==> config.mk <==
export PLATFORM = sky130hd
export DESIGN_NAME = fahq_ctrl
export DESIGN_NICKNAME = d
export VERILOG_FILES = /design/src/design/four_ary_min_heap_queue_unit_assert.svh /design/src/design/fahq_pkg.sv /design/src/design/fahq_ctrl.sv
export SDC_FILE = /design/constraint.sdc
export NUM_CORES = 1
export LEC_CHECK = 0
export CORE_MARGIN = 2
export CORE_UTILIZATION = 60
export CTS_CLUSTER_DIAMETER = 50
export DETAILED_ROUTE_END_ITERATION = 8
export DONT_BUFFER_PORTS = 1
export PLACE_DENSITY = 0.76
export SLEW_MARGIN = 20
export SYNTH_ARGS = -nofsm -noshare
export SYNTH_HDL_FRONTEND = slang
export SYNTH_SLANG_ARGS = --single-unit
==> constraint.sdc <==
create_clock -name i_clk -period 2.5 [get_ports i_clk]
set_input_delay 0.25 -clock i_clk [delete_from_list [all_inputs] [get_ports i_clk]]
set_output_delay 0.25 -clock i_clk [all_outputs]
set_load 0.01 [all_outputs]
==> src/design/four_ary_min_heap_queue_unit_assert.svh <==
// ---------------------------------------------------------------------------
// four_ary_min_heap_queue_unit_assert
// assertion macros shared by the heap queue rtl, clocked on i_clk and
// disabled while i_rst_n is low
// ---------------------------------------------------------------------------
`ifndef FOUR_ARY_MIN_HEAP_QUEUE_UNIT_ASSERT_SVH
`define FOUR_ARY_MIN_HEAP_QUEUE_UNIT_ASSERT_SVH

// same-cycle implication
`define FAHQ_ASSERT_SAME(lbl, ante, cons, msg) \
    lbl: assert property (@(posedge i_clk) disable iff (!i_rst_n) \
        (ante) |-> (cons)) else $error(msg);

// next-cycle implication
`define FAHQ_ASSERT_NEXT(lbl, ante, cons, msg) \
    lbl: assert property (@(posedge i_clk) disable iff (!i_rst_n) \
        (ante) |=> (cons)) else $error(msg);

`endif

==> src/design/fahq_pkg.sv <==
// ---------------------------------------------------------------------------
// fahq_pkg
// shared constants, node layout and control/status bundles of the heap queue
// ---------------------------------------------------------------------------
package fahq_pkg;

    localparam int CAPACITY = 1024;
    localparam int REF_BITS = 32;
    localparam int COST_W   = 32;
    localparam int WORD_W   = 32;
    localparam int IDX_W    = $clog2(CAPACITY + 1);
    localparam int KID_W    = IDX_W + 2;
    localparam int ADDR_W   = $clog2(CAPACITY);

    localparam logic OP_INSERT = 1'b0;
    localparam logic OP_POP    = 1'b1;

    typedef enum logic [1:0] {
        ST_OK    = 2'd0,
        ST_EMPTY = 2'd1,
        ST_FULL  = 2'd2
    } t_status;

    typedef enum logic [2:0] {
        RD_ROOT,
        RD_PARENT,
        RD_KID,
        RD_CAND,
        RD_TAIL
    } t_rd_sel;

    typedef struct packed {
        logic [COST_W-1:0]   cost;
        logic [REF_BITS-1:0] refw;
        logic                live;
    } t_node;

    // commands from controller to datapath
    typedef struct packed {
        logic    load;
        logic    cnt_inc;
        logic    rd_en;
        t_rd_sel rd_sel;
        logic    wr_item;
        logic    wr_up;
        logic    wr_best;
        logic    root_cap;
        logic    tail_cap;
        logic    lim_full;
        logic    lim_tail;
        logic    scan_start;
        logic    scan_step;
        logic    res_load;
        t_status res_status;
        logic    res_data;
    } t_dp_cmd;

    // status from datapath to controller
    typedef struct packed {
        logic full;
        logic empty;
        logic hole_root;
        logic item_lt_rd;
        logic no_kids;
        logic scan_more;
        logic best_lt_tail;
        logic best_has_kids;
        logic root_live;
    } t_dp_sts;

endpackage

==> src/design/fahq_ctrl.sv <==
// ---------------------------------------------------------------------------
// fahq_ctrl
// sequencer for insert, pop descent and sift-up, plus channel handshakes
// ---------------------------------------------------------------------------
module fahq_ctrl (
    input  logic              i_clk,
    input  logic              i_rst_n,
    input  logic              i_in_valid,
    output logic              o_in_ready,
    input  logic              i_opcode,
    output logic              o_out_valid,
    input  logic              i_out_ready,
    output fahq_pkg::t_dp_cmd o_cmd,
    input  fahq_pkg::t_dp_sts i_sts
);

    typedef enum logic [3:0] {
        S_IDLE,
        S_POP_START,
        S_POP_ROOT,
        S_SCAN_INIT,
        S_SCAN,
        S_SCAN_DONE,
        S_TAIL_RD,
        S_TAIL_CAP,
        S_RISE_RD,
        S_RISE_CMP,
        S_DONE_OP,
        S_FIN
    } t_state;

    t_state            r_state, n_state;
    logic              r_is_pop, n_is_pop;
    logic              r_first, n_first;
    logic              r_out_valid, n_out_valid;
    fahq_pkg::t_status r_res_status, n_res_status;
    logic              r_res_data, n_res_data;

    // next state and datapath commands
    always_comb begin
        n_state      = r_state;
        n_is_pop     = r_is_pop;
        n_first      = r_first;
        n_out_valid  = r_out_valid;
        n_res_status = r_res_status;
        n_res_data   = r_res_data;
        o_cmd        = '0;
        o_cmd.rd_sel = fahq_pkg::RD_ROOT;

        if (r_out_valid && i_out_ready) begin
            n_out_valid = 1'b0;
        end

        case (r_state)
            S_IDLE: begin
                if (i_in_valid) begin
                    o_cmd.load = 1'b1;
                    n_is_pop   = (i_opcode == fahq_pkg::OP_POP);
                    n_res_data = 1'b0;
                    if (i_opcode == fahq_pkg::OP_POP) begin
                        if (i_sts.empty) begin
                            n_res_status = fahq_pkg::ST_EMPTY;
                            n_state      = S_FIN;
                        end else begin
                            n_state = S_POP_START;
                        end
                    end else if (i_sts.full) begin
                        n_res_status = fahq_pkg::ST_FULL;
                        n_state      = S_FIN;
                    end else begin
                        o_cmd.cnt_inc = 1'b1;
                        n_state       = S_RISE_RD;
                    end
                end
            end
            S_POP_START: begin
                o_cmd.rd_en  = 1'b1;
                o_cmd.rd_sel = fahq_pkg::RD_ROOT;
                n_state      = S_POP_ROOT;
            end
            S_POP_ROOT: begin
                o_cmd.root_cap = 1'b1;
                o_cmd.lim_full = 1'b1;
                n_first        = 1'b1;
                n_state        = S_SCAN_INIT;
            end
            S_SCAN_INIT: begin
                if (i_sts.no_kids) begin
                    n_state = S_TAIL_RD;
                end else begin
                    o_cmd.rd_en      = 1'b1;
                    o_cmd.rd_sel     = fahq_pkg::RD_KID;
                    o_cmd.scan_start = 1'b1;
                    n_state          = S_SCAN;
                end
            end
            S_SCAN: begin
                o_cmd.scan_step = 1'b1;
                if (i_sts.scan_more) begin
                    o_cmd.rd_en  = 1'b1;
                    o_cmd.rd_sel = fahq_pkg::RD_CAND;
                end else begin
                    n_state = S_SCAN_DONE;
                end
            end
            S_SCAN_DONE: begin
                // first look includes the last entry and only decides whether to descend
                if (r_first) begin
                    if (i_sts.best_lt_tail) begin
                        o_cmd.lim_tail = 1'b1;
                        n_first        = 1'b0;
                        n_state        = S_SCAN_INIT;
                    end else begin
                        n_state = S_TAIL_RD;
                    end
                end else begin
                    o_cmd.wr_best = 1'b1;
                    n_state       = i_sts.best_has_kids ? S_SCAN_INIT : S_TAIL_RD;
                end
            end
            S_TAIL_RD: begin
                o_cmd.rd_en  = 1'b1;
                o_cmd.rd_sel = fahq_pkg::RD_TAIL;
                n_state      = S_TAIL_CAP;
            end
            S_TAIL_CAP: begin
                o_cmd.tail_cap = 1'b1;
                n_state        = S_RISE_RD;
            end
            S_RISE_RD: begin
                if (i_sts.hole_root) begin
                    o_cmd.wr_item = 1'b1;
                    n_state       = S_DONE_OP;
                end else begin
                    o_cmd.rd_en  = 1'b1;
                    o_cmd.rd_sel = fahq_pkg::RD_PARENT;
                    n_state      = S_RISE_CMP;
                end
            end
            S_RISE_CMP: begin
                if (i_sts.item_lt_rd) begin
                    o_cmd.wr_up = 1'b1;
                    n_state     = S_RISE_RD;
                end else begin
                    o_cmd.wr_item = 1'b1;
                    n_state       = S_DONE_OP;
                end
            end
            S_DONE_OP: begin
                // invalid roots are dropped and the pop repeats
                if (!r_is_pop) begin
                    n_res_status = fahq_pkg::ST_OK;
                    n_res_data   = 1'b0;
                    n_state      = S_FIN;
                end else if (i_sts.root_live) begin
                    n_res_status = fahq_pkg::ST_OK;
                    n_res_data   = 1'b1;
                    n_state      = S_FIN;
                end else if (i_sts.empty) begin
                    n_res_status = fahq_pkg::ST_EMPTY;
                    n_res_data   = 1'b0;
                    n_state      = S_FIN;
                end else begin
                    n_state = S_POP_START;
                end
            end
            S_FIN: begin
                if (!r_out_valid || i_out_ready) begin
                    o_cmd.res_load = 1'b1;
                    n_out_valid    = 1'b1;
                    n_state        = S_IDLE;
                end
            end
            default: begin
                n_state = S_IDLE;
            end
        endcase

        o_cmd.res_status = r_res_status;
        o_cmd.res_data   = r_res_data;
    end

    // state and registered outputs
    always_ff @(posedge i_clk) begin
        if (!i_rst_n) begin
            r_state      <= S_IDLE;
            r_is_pop     <= 1'b0;
            r_first      <= 1'b0;
            r_out_valid  <= 1'b0;
            r_res_status <= fahq_pkg::ST_OK;
            r_res_data   <= 1'b0;
        end else begin
            r_state      <= n_state;
            r_is_pop     <= n_is_pop;
            r_first      <= n_first;
            r_out_valid  <= n_out_valid;
            r_res_status <= n_res_status;
            r_res_data   <= n_res_data;
        end
    end

    assign o_in_ready  = (r_state == S_IDLE);
    assign o_out_valid = r_out_valid;

endmodule

# --- Word-level counts from Yosys, hierarchy flattened ---
# Index checks and enable logic that the tools add are counted.
totals:
  ff_bits: 10
  output_inout_bits: 21
  elab_cells: 90
classes:
  eq_ne: 16
  n_mux: 58
  reduce_logical: 10
op_table:
  columns: ["operator", "n"]
  rows:
  - ["case mux 4 bit (12 select lines)", 1]
  - ["two-way mux 4 bit", 10]
  - ["two-way mux 1 bit", 27]
  - ["two-way mux 2 bit", 12]
  - ["case mux 4 bit (5 select lines)", 1]
  - ["equality test 4 x 3 -> 1 bit (second input constant)", 4]
  - ["equality test 4 bit (second input constant)", 4]
  - ["two-way mux 3 bit", 3]
  - ["AND reduction 3 bit", 3]
  - ["equality test 4 x 2 -> 1 bit (second input constant)", 2]
  - ["!= test 2 bit (second input constant)", 3]
  - ["case mux 1 bit (2 select lines)", 3]
  - ["equality test 4 x 1 -> 1 bit (second input constant)", 1]
  - ["logical NOT 4 bit", 1]
  - ["!= test 4 bit (second input constant)", 1]
  - ["case mux 2 bit (2 select lines)", 1]
  - ["nonzero test 2 bit", 2]
  - ["!= test 3 x 1 -> 1 bit (second input constant)", 1]
  - ["AND reduction 2 bit", 1]
  - ["logical AND 1 bit", 1]
  - ["logical NOT 1 bit", 1]
  - ["logical OR 1 bit", 1]

# --- Logic depth before layout (Yosys ltp) ---
logic_depth:
  ltp_word: 4
  depth_mapped: 6
  mapped_depth_nobuf: 4

# --- Least setup slack after synthesis ---
# OpenSTA, ideal clock, no wires.
synth_timing:
  path_kind: "reg2reg"
  from: "register r_state[0]"
  to: "register r_res_status[0]"
  t_arrival_ps: 1601
  setup_slack_ps: 780
  stages_incl_launch_ff: 7
  path_buffers: 2
  synth_period_minus_slack_ps: 1720
  cell_sequence: "dfxtp_1 > buf_2 > nor4_2 > and2_1 > buf_2 > o21ai_0 > o221a_1"
synth_via:
  elab_chain_len: 3
  elab_cells_between_ends: 7
synth_rtl:
  columns: ["item", "line_no", "text"]
  rows:
  - ["start, declared", "fahq_ctrl.sv:32", "t_state r_state, n_state;"]
  - ["start signal, assigned", "fahq_ctrl.sv:193", "r_state <= n_state;"]
  - ["logical NOT 4 bit *", null, null]
  - ["via o_in_ready", "fahq_ctrl.sv:9", "output logic o_in_ready,"]
  - ["!= test 3 x 1 -> 1 bit (no source line) (tied with other cells)", null, null]
  - ["AND reduction 3 bit (no source line)", null, null]
  - ["end signal, assigned", "fahq_ctrl.sv:190", "r_res_status <= fahq_pkg::ST_OK;"]
  - ["end signal, assigned", "fahq_ctrl.sv:197", "r_res_status <= n_res_status;"]
  - ["end, declared", "fahq_ctrl.sv:36", "fahq_pkg::t_status r_res_status, n_res_status;"]
# The timed path passes the listed nets; every way through them passes the cells marked *.
# A chain may end at the register's enable or synchronous reset.

==> results.md <==
* Status: complete, no violations
* Clock network power share at 16.2%
* Total of max-cap violations at 0
* Setup-failing EPs final at 0
* GRT Resource Usage Total at between 20% and 30%
* XOR/XNOR Fraction of Synth Area at 1.02%
* Sequence of cells on the critical path: inv_1, nor4_1, a21o_1
* Synth Area in Adders at 0%
* Wire length per cell at 16.7 um
* First-pass GRT wire length at 3.20 mm
* Hold Startpoint: i_rst_n
* Mapped Area at between 800 and 900 um2
* Synth Area in Simple Gates at 35.4%
* Clk_lat worst skew at 280 ps
* Worst r2r src: r_state[2]
* Fmax at approximately 0.43 GHz
* Ys flop type: dfxtp_1
* # H-tree levels at 1
* Area Growth Syn to Fin at 2.19%
* Slew Limit Headroom at around 57%
* CTS resizes at 0
* CP max-delay cell: dfxtp_1
* I/O pins at 35
* Mean Syn Cell Area at 7.46 um2
* Final Util at 66.6%
* Static leakage at about 0.31 nW
* Setup Fix Bufs, Post-CTS at 0
* Max Slew Vio Count at 0
* Crit path DAT at around 2100 ps
* Fin crit period at about 2300 ps
* RSZ-0062 raised after global routing: false
* Initial antenna violation count at 0
* Routability cong. at between 0.8 and 0.9
* Synth cell types at 46
* P_int at between 0.5 and 0.6 mW
* Most frequent cells in the layout: nor2_1, dfxtp_1, nand2b_1, a21oi_1
* Synth Register Bits at 10
* Clk_skew at a little over 10 ps
* Switching pwr at roughly 0.45 mW
* Power share of the combinational group at slightly above 50%
* DRT Wirelength at ~2.1 mm
* CTS Hold Bufs at 0
* Clock Sinks at 10
* CP Data Required Time at between 2000 and 2500 ps
* Mapped Nets at roughly 130
* Largest family of logic cells by synthesized area: simple AND/OR/NAND/NOR gates
* Die H at ~42 um
* DRT Pass-1 Iters at 4
* TritonCTS clock tree: done
* Vias at 870
* Setup Total Neg Slack at 0 ps
* DRT iter0 DRCs at 32
* Post-Syn Instances at between 100 and 150
* # rows at 13
* Worst-path clk slew at roughly 80 ps
* ANT cells at 0
* Sw frac at 46.9%
* Worst-path fanout max at 19
* Num CTS Buffers at 3
* Width of the die at roughly 42 um
* Final worst path period share at roughly 93%
* Compound-Gate Fraction of Synth Area at 27.1%
* Core area at around 0.0013 mm2
* Via density at between 6 and 7
* Critical Path End Type: output pin
* DRC Markers at 0
* Synth warn at 0
* Vias in the first global route at about 700
* Initial Util at around 65%
* FFs w/ async S/R, synth at 0%
* Number of enable flip-flop cells after synthesis at 0
* Post-DP HPWL at around 1.5 mm
* CP startpoint: r_state[0]
* Commonest non-fill, non-tap cell in the layout: nor2_1
* Final Hold Vio Count at 0
* Nets@finish at approximately 130
* Congestion Overflow GR at 0
* CP Launch Type: register
* Fraction of final layout cells with drive strength greater than 1 at around 13%
* Mux contribution to synthesized area at 3.64%
* PD cells at about 1100 mW/mm2
* Number of port buffers at 0
* Reg power frac at between 30% and 40%
* CTS root buf: clkbuf_4
* Total design power at 0.952 mW
* Die area at ~0.0017 mm2
* Setup CP Type: register to output pin
* Worst min path class: input port to register
* Sequential fraction of the synthesis area at 23.3%
* Worst IR drop on VDD at ~600 uV
* Worst-Margin Slew at 642 ps
* Clock Path Buffers at 2
* Largest net degree at the start of global routing at 20
* CP max stage delay at a little over 700 ps
* DRT antenna net count at 0
-- logic make-up (layout without fill, tap and decap cells) --
family,count (synthesis),after routing
xor gates and xnor gates,1,1
DFF,10,10
AOI/OAI and AO/OA,34,34
muxes,3,3
and+or+nand+nor,50,50
buffers and inverters,17,13
-- registers in the layout, indices dropped and copies added, names as in the netlist --
register / flops
r_state: 4
r_res_status: 2
o_out_valid: 1
r_first: 1
r_is_pop: 1
r_res_data: 1
-- worst paths after layout --
kind	end	slack (ps)	cells past startpoint
hold reg to reg	r_first	550	2
setup / recovery	o_cmd[14]	170	3
setup reg to reg	r_res_status[0]	600	4
hold / removal	r_res_status[0]	110	1
-- power groups by stage --
stage               Sequential (mW)  Clock, mW  Combinational (mW)
detailed placement            0.307          0               0.484
finish                        0.307      0.154               0.491
floorplan                     0.235          0               0.470
global route                  0.317      0.168               0.538
global placement              0.302          0               0.478
CTS                           0.302      0.158               0.488
-- cell usage after synthesis, types with 2 or more instances --
master / count / area [um2]
nor2_1: 11 / 41.3
dfxtp_1: 10 / 200
a21oi_1: 8 / 40.0
nand2b_1: 8 / 50.1
inv_1: 6 / 22.5
o21ai_0: 6 / 30.0
clkbuf_1: 5 / 18.8
nor3_1: 5 / 25.0
nor4_1: 5 / 31.3
a211oi_1: 4 / 30.0
nand2_1: 4 / 15.0
nor3b_1: 3 / 22.5
a31oi_1: 2 / 12.5
a32oi_1: 2 / 17.5
buf_2: 2 / 10.0
buf_4: 2 / 15.0
mux2i_1: 2 / 20.0
nand3_1: 2 / 10.0
-- stage by stage --
step                cell area [um2]  hold slack [ps]  setup slack (ps)  instances
global placement                841              397               586        122
CTS                             877              101               208        126
floorplan                       858              388               780        115
global route                    877             92.3              79.9        126
finish                          877              105               169        126
detailed placement              841              408               504        122
-- final cells by class --
cell class	count	area [um2]
Sequential cell	10	200
Inverter	6	22.5
Clock buffer	4	36.3
Fill cell	121	440
Tap cell	15	18.8
Multi-Input combinational cell	88	577
Timing Repair Buffer	3	22.5
-- worst max-delay path, delay by kind of cell (launching register included) --
| kind | cells | cell delay [ps] |
|---|---|---|
| DFF | 1 | 720 |
| AOI/OAI and AO/OA | 1 | 190 |
| and+or+nand+nor | 1 | 630 |
| buffers and inverters | 1 | 260 |
-- per-layer routing --
| layer | routed length [um] | global-route usage [%] | vias to the layer above | share of wire (%) |
|---|---|---|---|---|
| li1 | - | - | 423 | - |
| met1 | 905 | 31.0 | 401 | 43 |
| met2 | 973 | 35.6 | 39 | 46 |
| met3 | 159 | 8.26 | 7 | 7.6 |
| met4 | 63 | 15.5 | 0 | 3.0 |
| met5 | 0 | 0 | - | 0 |
Note: power is estimated with default switching activity, not from simulation.
